File: config.mk
export PLATFORM = sky130hd
export DESIGN_NAME = bounded_set_table_flat
export DESIGN_NICKNAME = d
export VERILOG_FILES = /design/src/hdl/bst_pkg.sv /design/src/hdl/bst_if.sv /design/src/hdl/bst_ram.sv /design/src/hdl/bounded_set_table.sv /design/src/flat_wrapper.sv
export SDC_FILE = /design/constraint.sdc
export NUM_CORES = 1
export LEC_CHECK = 0
export BUFFER_PORTS_ARGS = -buffer_cell sky130_fd_sc_hd__buf_2
export CORE_MARGIN = 2
export CORE_UTILIZATION = 67
export DETAILED_ROUTE_END_ITERATION = 7
export PLACE_DENSITY = 0.94
export REMOVE_ABC_BUFFERS = 1
export SKIP_LAST_GASP = 1
export SYNTH_ARGS = -nofsm -noshare
export SYNTH_HDL_FRONTEND = slang
export SYNTH_SLANG_ARGS = --single-unit
File: constraint.sdc
create_clock -name clk -period 7.41 [get_ports clk]
set_input_delay 1.482 -clock clk [delete_from_list [all_inputs] [get_ports clk]]
set_output_delay 1.482 -clock clk [all_outputs]
set_load 0.02 [all_outputs]
File: src/hdl/bst_pkg.sv
package bst_pkg;

  localparam int MODE_W   = 2;
  localparam int VALUE_W  = 32;
  localparam int STATUS_W = 3;
  localparam int COUNT_W  = 5;
  localparam int CFG_W    = 5;

  localparam logic [CFG_W-1:0] MAX_ENTRIES_RST = 5'd16;

  typedef enum logic [MODE_W-1:0] {
    MODE_ADD    = 2'd0,
    MODE_DELETE = 2'd1,
    MODE_CHECK  = 2'd2
  } mode_t;

  typedef enum logic [STATUS_W-1:0] {
    ST_DONE    = 3'd0,
    ST_PRESENT = 3'd1,
    ST_FULL    = 3'd2,
    ST_EMPTY   = 3'd3,
    ST_MISSING = 3'd4
  } status_t;

endpackage

File: src/hdl/bst_if.sv
interface bst_in_if;
  logic                               valid;
  logic                               ready;
  logic [bst_pkg::MODE_W-1:0]         mode;
  logic signed [bst_pkg::VALUE_W-1:0] value;

  modport source (output valid, output mode, output value, input ready);
  modport sink (input valid, input mode, input value, output ready);
endinterface

interface bst_out_if;
  logic                         valid;
  logic                         ready;
  logic [bst_pkg::STATUS_W-1:0] status;
  logic                         found;
  logic [bst_pkg::COUNT_W-1:0]  count;

  modport source (output valid, output status, output found, output count, input ready);
  modport sink (input valid, input status, input found, input count, output ready);
endinterface

File: src/hdl/bst_ram.sv
module bst_ram #(
  parameter int WIDTH = 32,
  parameter int DEPTH = 16,
  localparam int AW = (DEPTH > 1) ? $clog2(DEPTH) : 1
) (
  input  logic             clk,
  input  logic             wr_en,
  input  logic [AW-1:0]    wr_addr,
  input  logic [WIDTH-1:0] wr_data,
  input  logic             rd_en,
  input  logic [AW-1:0]    rd_addr,
  output logic [WIDTH-1:0] rd_data
);

  logic [WIDTH-1:0] mem [DEPTH];

  always_ff @(posedge clk) begin
    if (wr_en) begin
      mem[wr_addr] <= wr_data;
    end
    if (rd_en) begin
      rd_data <= mem[rd_addr];
    end
  end

endmodule

File: src/hdl/bounded_set_table.sv
// Bounded set of distinct 32-bit values, held packed in insertion order.
// Requests arrive on in_ch (mode, value) and each one gives exactly one
// response on out_ch (status, found, count) under a valid/ready handshake.
// cfg_we with cfg_wdata sets the size limit, which saturates at CAPACITY;
// it should only be written while no request is in progress.
// A request is taken only when the sequencer is idle. Add and check scan the
// store one entry per cycle through the single read port. A delete compacts
// the entries behind the hit while the read stream continues, one entry
// moved per cycle. Requests on an empty set, and unused modes, go straight
// to the response state without a scan.
// The response sits in an output register; a new request is accepted while
// it waits, but the next response is held back until out_ch.ready has taken
// the previous one. Reset empties the set, restores the limit to 16 and
// drops any pending response; the store itself is not cleared.
module bounded_set_table #(
  parameter int CAPACITY = 16
) (
  input  logic                        clk,
  input  logic                        rst_n,
  bst_in_if.sink                      in_ch,
  bst_out_if.source                   out_ch,
  input  logic                        cfg_we,
  input  logic [bst_pkg::CFG_W-1:0]   cfg_wdata
);

  localparam int AW     = (CAPACITY > 1) ? $clog2(CAPACITY) : 1;
  localparam int CW     = $clog2(CAPACITY + 1);
  localparam int XW     = (CW > bst_pkg::CFG_W) ? CW : bst_pkg::CFG_W;
  localparam int CNT_W  = bst_pkg::COUNT_W;
  localparam int VAL_W  = bst_pkg::VALUE_W;

  typedef enum logic [1:0] {
    S_IDLE,
    S_SCAN,
    S_SHIFT,
    S_RESP
  } state_t;

  state_t                      state_r, state_nxt;
  bst_pkg::mode_t              mode_r, mode_nxt;
  logic [VAL_W-1:0]            value_r, value_nxt;
  logic [CW-1:0]               fill_r, fill_nxt;
  logic [bst_pkg::CFG_W-1:0]   max_r, max_nxt;
  logic [CW-1:0]               scan_idx_r, scan_idx_nxt;
  logic [AW-1:0]               cmp_idx_r, cmp_idx_nxt;
  logic                        rd_pend_r, rd_pend_nxt;
  bst_pkg::status_t            res_status_r, res_status_nxt;
  logic                        res_found_r, res_found_nxt;
  logic                        out_valid_r, out_valid_nxt;
  bst_pkg::status_t            out_status_r, out_status_nxt;
  logic                        out_found_r, out_found_nxt;
  logic [CNT_W-1:0]            out_count_r, out_count_nxt;

  logic                        wr_en;
  logic [AW-1:0]               wr_addr;
  logic [VAL_W-1:0]            wr_data;
  logic                        rd_en;
  logic [AW-1:0]               rd_addr;
  logic [VAL_W-1:0]            rd_data;

  logic                        in_fire;
  logic                        at_limit;
  logic                        match;
  logic                        last_read;

  bst_ram #(
    .WIDTH (VAL_W),
    .DEPTH (CAPACITY)
  ) u_store (
    .clk     (clk),
    .wr_en   (wr_en),
    .wr_addr (wr_addr),
    .wr_data (wr_data),
    .rd_en   (rd_en),
    .rd_addr (rd_addr),
    .rd_data (rd_data)
  );

  assign in_ch.ready   = rst_n && (state_r == S_IDLE);
  assign in_fire       = in_ch.valid && in_ch.ready;
  assign out_ch.valid  = out_valid_r;
  assign out_ch.status = out_status_r;
  assign out_ch.found  = out_found_r;
  assign out_ch.count  = out_count_r;

  // The limit in force is min(max_entries, CAPACITY); the set is full when
  // the count has reached either bound.
  assign at_limit  = (XW'(fill_r) >= XW'(max_r)) || (XW'(fill_r) >= XW'(CAPACITY));
  assign match     = rd_pend_r && (rd_data == value_r);
  assign last_read = rd_pend_r && (scan_idx_r == fill_r);
  assign rd_addr   = AW'(scan_idx_r);

  always_comb begin
    state_nxt      = state_r;
    mode_nxt       = mode_r;
    value_nxt      = value_r;
    fill_nxt       = fill_r;
    max_nxt        = cfg_we ? cfg_wdata : max_r;
    scan_idx_nxt   = scan_idx_r;
    cmp_idx_nxt    = cmp_idx_r;
    rd_pend_nxt    = 1'b0;
    res_status_nxt = res_status_r;
    res_found_nxt  = res_found_r;
    out_valid_nxt  = out_valid_r && !out_ch.ready;
    out_status_nxt = out_status_r;
    out_found_nxt  = out_found_r;
    out_count_nxt  = out_count_r;
    wr_en          = 1'b0;
    wr_addr        = AW'(fill_r);
    wr_data        = value_r;
    rd_en          = 1'b0;

    // Entries are read in order, one per cycle, in both scan and shift.
    if ((state_r == S_SCAN || state_r == S_SHIFT) && (scan_idx_r < fill_r)) begin
      rd_en        = 1'b1;
      rd_pend_nxt  = 1'b1;
      cmp_idx_nxt  = AW'(scan_idx_r);
      scan_idx_nxt = scan_idx_r + CW'(1);
    end

    unique case (state_r)
      S_IDLE: begin
        if (in_fire) begin
          mode_nxt       = bst_pkg::mode_t'(in_ch.mode);
          value_nxt      = in_ch.value;
          scan_idx_nxt   = '0;
          res_status_nxt = bst_pkg::ST_DONE;
          res_found_nxt  = 1'b0;
          state_nxt      = S_RESP;
          case (bst_pkg::mode_t'(in_ch.mode))
            bst_pkg::MODE_ADD: begin
              if (fill_r != '0) begin
                state_nxt = S_SCAN;
              end else if (at_limit) begin
                res_status_nxt = bst_pkg::ST_FULL;
              end else begin
                wr_en    = 1'b1;
                wr_data  = in_ch.value;
                fill_nxt = fill_r + CW'(1);
              end
            end
            bst_pkg::MODE_DELETE: begin
              if (fill_r != '0) begin
                state_nxt = S_SCAN;
              end else begin
                res_status_nxt = bst_pkg::ST_EMPTY;
              end
            end
            bst_pkg::MODE_CHECK: begin
              if (fill_r != '0) begin
                state_nxt = S_SCAN;
              end
            end
            default: begin
              state_nxt = S_RESP;
            end
          endcase
        end
      end
      S_SCAN: begin
        if (match) begin
          state_nxt = S_RESP;
          case (mode_r)
            bst_pkg::MODE_ADD:   res_status_nxt = bst_pkg::ST_PRESENT;
            bst_pkg::MODE_CHECK: res_found_nxt  = 1'b1;
            bst_pkg::MODE_DELETE: begin
              // A hit on the last entry needs no compaction.
              if (scan_idx_r == fill_r) begin
                fill_nxt = fill_r - CW'(1);
              end else begin
                state_nxt = S_SHIFT;
              end
            end
            default: state_nxt = S_RESP;
          endcase
        end else if (last_read) begin
          state_nxt = S_RESP;
          case (mode_r)
            bst_pkg::MODE_ADD: begin
              if (at_limit) begin
                res_status_nxt = bst_pkg::ST_FULL;
              end else begin
                wr_en    = 1'b1;
                fill_nxt = fill_r + CW'(1);
              end
            end
            bst_pkg::MODE_DELETE: res_status_nxt = bst_pkg::ST_MISSING;
            default:              res_status_nxt = bst_pkg::ST_DONE;
          endcase
        end
      end
      S_SHIFT: begin
        // Each entry read behind the hit is written one place lower.
        if (rd_pend_r) begin
          wr_en   = 1'b1;
          wr_addr = cmp_idx_r - AW'(1);
          wr_data = rd_data;
        end
        if (last_read) begin
          fill_nxt  = fill_r - CW'(1);
          state_nxt = S_RESP;
        end
      end
      S_RESP: begin
        if (!out_valid_r || out_ch.ready) begin
          out_valid_nxt  = 1'b1;
          out_status_nxt = res_status_r;
          out_found_nxt  = res_found_r;
          out_count_nxt  = CNT_W'(fill_r);
          state_nxt      = S_IDLE;
        end
      end
      default: state_nxt = S_IDLE;
    endcase
  end

  always_ff @(posedge clk) begin
    if (!rst_n) begin
      state_r     <= S_IDLE;
      fill_r      <= '0;
      max_r       <= bst_pkg::MAX_ENTRIES_RST;
      rd_pend_r   <= 1'b0;
      out_valid_r <= 1'b0;
    end else begin
      state_r     <= state_nxt;
      fill_r      <= fill_nxt;
      max_r       <= max_nxt;
      rd_pend_r   <= rd_pend_nxt;
      out_valid_r <= out_valid_nxt;
    end
    mode_r       <= mode_nxt;
    value_r      <= value_nxt;
    scan_idx_r   <= scan_idx_nxt;
    cmp_idx_r    <= cmp_idx_nxt;
    res_status_r <= res_status_nxt;
    res_found_r  <= res_found_nxt;
    out_status_r <= out_status_nxt;
    out_found_r  <= out_found_nxt;
    out_count_r  <= out_count_nxt;
  end

endmodule

File: src/flat_wrapper.sv
// flat-port wrapper written by rule: the top's interface ports become plain ports
module bounded_set_table_flat 
#(
  parameter int CAPACITY = 16
)
  (clk, rst_n, cfg_we, cfg_wdata, in_ch_valid, in_ch_mode, in_ch_value, in_ch_ready, out_ch_valid, out_ch_status, out_ch_found, out_ch_count, out_ch_ready);
  bst_in_if in_ch_i ();
  bst_out_if out_ch_i ();
  input  logic clk;
  input  logic rst_n;
  input  logic cfg_we;
  input  logic [bst_pkg::CFG_W-1:0] cfg_wdata;
  input wire logic [$bits(in_ch_i.valid)-1:0] in_ch_valid;
  input wire logic [$bits(in_ch_i.mode)-1:0] in_ch_mode;
  input wire logic [$bits(in_ch_i.value)-1:0] in_ch_value;
  output wire logic [$bits(in_ch_i.ready)-1:0] in_ch_ready;
  output wire logic [$bits(out_ch_i.valid)-1:0] out_ch_valid;
  output wire logic [$bits(out_ch_i.status)-1:0] out_ch_status;
  output wire logic [$bits(out_ch_i.found)-1:0] out_ch_found;
  output wire logic [$bits(out_ch_i.count)-1:0] out_ch_count;
  input wire logic [$bits(out_ch_i.ready)-1:0] out_ch_ready;
  assign in_ch_i.valid = in_ch_valid;
  assign in_ch_i.mode = in_ch_mode;
  assign in_ch_i.value = in_ch_value;
  assign in_ch_ready = in_ch_i.ready;
  assign out_ch_valid = out_ch_i.valid;
  assign out_ch_status = out_ch_i.status;
  assign out_ch_found = out_ch_i.found;
  assign out_ch_count = out_ch_i.count;
  assign out_ch_i.ready = out_ch_ready;
  bounded_set_table #(.CAPACITY(CAPACITY)) u_core (.clk(clk), .rst_n(rst_n), .in_ch(in_ch_i), .out_ch(out_ch_i), .cfg_we(cfg_we), .cfg_wdata(cfg_wdata));
endmodule
==> impl_results.md <==
* Endpoints failing hold at 0
* # fillers at approximately 1700
* Min Tclk post-route at just over 5000 ps
* Startpoint types: register
* Synth top cells by count: edfxtp_1, mux4_2, mux2i_1, clkbuf_1, nor2_1
* DRT Pass-1 Iters at 5
* RSZ-0062 raised after global routing: false
* Sequential area share after synthesis at 73.7%
* Hold_buf cts at 0
* Vias in the first global route at about 14000
* Die area at between 30000 and 40000 um2
* Hold path depth at 0
* Final #Nets at approximately 1300
* Least-Margin Pin Slew at ~1400 ps
* Hpwl dp at approximately 35000 um
* Max-cap violations at 0
* Fraction of layout cells with a size suffix above 1 at a little over a quarter
* Starting Density at between 60% and 70%
* Wirelength, routed at between 60000 and 70000 um
* Ys flop type: edfxtp_1
* Share of the synthesized area in the top cell type at between 70% and 80%
* Hold Path Class: reg -> reg
* Crit path largest cell delay at slightly above 900 ps
* Status: complete, no violations
* Largest net degree at the start of global routing at 73
* # diodes at 0
* First-pass GRT wire length at between 90000 and 100000 um
* Worst Setup End Kind: register
* Cts repair resizes at 0
* Fin. max-slew vios at 0
* Arrival @ worst endpoint at around 5400 ps
* Mean number of vias per cell at 7.60
* Worst-case clock buffer depth at 3
* F_max at 197 MHz
* Final Instance Count excl. Fillers at approximately 1800
* Die height at 196 um
* Final Instance Area at 27500 um2
* Syn Inst Count at roughly 1200
* Placed cell area at around 26000 um2
* Worst Clk Skew at roughly 19 ps
* Worst r2r path cells at 10
* Synthesis-to-finish area growth at 11.1%
* Avg Cell Area, Syn at 20.6 um2
* Yosys reg bits at around 600
* Fin Hold WS at around 430 ps
* Relative slew margins at 6.25%
* PwrDens at approximately 350 nW/um2
* Vias after detailed routing at 13600
* CTS sink count at just over 600
* Overall Global Routing Usage at between 30% and 40%
* Buf/Inv on CP at 2
* Latest clock arrival within the worst-skew pair at 610 ps
* Grt ovf at 0
* Post-CTS setup buffers at 0
* Drc violations at 0
* Post-synth ARST share at 0%
* Critical path type: reg -> reg
* Rows at 70
* Crit-path slowest cell: nor2_4
* Area of the core at 36500 um2
* Initial antenna violation count at 1
* Num CTS Buffers at 57
* RePlAce Congestion at about 0.87
* Leakage at 0.00873 uW
* Chip width at 196 um
* Core Util, Final at between 70% and 80%
* 1st-iter DRT viols at slightly below 2000
* Post-synth EDFFs at between 500 and 600
* Max H-tree Level at 2
* Leading cell type by number of instances after synthesis: edfxtp_1
* Crit path cell chain: inv_1 > ha_1 > nor2b_1 > o21ai_0 > a311oi_1 > nand2_1 > o311ai_2 > nand3_1 > nor2_4 > buf_4
* Final period util at between 60 and 70%
* Crit. path cell count at 10
* # IOs at 55
* Yosys warning total at 0
* Worst VDD drop at between 200 and 250 uV
* CTS tree: yes
* CP Max Fanout at 22
* Req. time, crit path at slightly below 8000 ps
* Synth top area cells: edfxtp_1, mux4_2, mux2i_1
* Placed Cells incl. Taps at 1689
* Post-route antenna net violation count at 0
* Number of distinct library cells after synthesis at between 50 and 60
* # setup viols final at 0
* Cell area after synthesis at about 25000 um2
* Synth area leader: edfxtp_1
* Family with the most delay on the worst path: simple AND/OR/NAND/NOR gates
* Root buffer cell: clkbuf_16
* Worst-path clk slew at ~60 ps
* PortBufs at between 50 and 60
* Drt wl/cell at about 37 um
[metal layers]
metal  vias up  global-route usage [%]  wire length, um
met2      1254                    58.5            33200
li1       5172                       -                -
met1      6962                    45.9            22000
met5         -                       0               13
met3       236                    8.37             7810
met4         2                    16.3             3110
[layout make-up]
cell class | instances | area, um2 | area share (%)
inverters | 22 | 82.6 | 0.300
well taps | 468 | 586 | 2.13
clock inverters | 37 | 287 | 1.04
multi-input cells | 503 | 6330 | 23.0
clock buffers | 67 | 1490 | 5.40
flip-flops and latches | 614 | 18300 | 66.4
repair buffers | 83 | 492 | 1.79
[logic make-up after synthesis]
| kind of cell | after synthesis | share of synthesized area (%) |
|---|---|---|
| AOI/OAI and AO/OA | 92 | 2.73 |
| xor gates and xnor gates | 39 | 1.38 |
| and+or+nand+nor | 124 | 2.60 |
| DFF | 614 | 73.7 |
| buffers and inverters | 84 | 1.33 |
| muxes | 230 | 17.4 |
| adders and majority gates | 18 | 0.909 |
[path summary, 6_finish.rpt]
kind | from | endpoint | slack (ps)
max | u_core.fill_r[0] | u_core.u_store.mem[11][2] | 2340
max reg2reg | u_core.fill_r[0] | u_core.u_store.mem[11][2] | 2340
min reg2reg | u_core.res_status_r[0] | u_core.out_ch.status[0] | 430
min | u_core.res_status_r[0] | u_core.out_ch.status[0] | 430
[where the power goes]
part           total, uW  internal [uW]  switching (uW)
clock               2850           1570            1280
sequential          4700           4580             125
combinational       2190            692            1500
total               9740           6840            2910
[metrics by stage]
stage | total power [uW] | TNS, ps | setup WS (ps)
floorplan | 6210 | -543820 | -1070
global placement | 6670 | 0 | 2160
detailed placement | 6820 | 0 | 1910
CTS | 9660 | 0 | 2470
global route | 9960 | 0 | 2200
finish | 9740 | 0 | 2340
[layout by cell type (no fill, tap or decap), types with 19 or more instances in the layout]
master,Yosys,routed
buf_4,0,28
clkbuf_16,0,58
nor2_1,36,19
buf_2,6,54
clkinv_1,0,19
mux4_2,160,160
o22ai_1,35,34
inv_1,21,21
xor2_1,22,22
nand2_1,25,25
edfxtp_1,595,595
mux2i_1,70,70
[state kept, by name, summed over array words and instances (netlist names)]
register / flops
u_core.max_r: 5
u_core.res_found_r: 1
u_core.out_ch.found: 1
u_core.u_store.rd_data: 32
u_core.out_ch.status: 3
u_core.rd_pend_r: 1
u_core.out_ch.valid: 1
u_core.out_ch.count: 5
u_core.value_r: 32
u_core.mode_r: 2
u_core.cmp_idx_r: 4
u_core.res_status_r: 3
u_core.state_r: 2
u_core.u_store.mem: 512
u_core.fill_r: 5
u_core.scan_idx_r: 5
[worst register-to-register path: cells and delay by family, from the launching register on]
kind | cells | cell delay (ps)
compound gates | 3 | 1470
fa+ha+maj | 1 | 320
buf+inv | 2 | 620
flops | 1 | 510
simple gates | 4 | 1850
(Power assumes the default switching activity.)
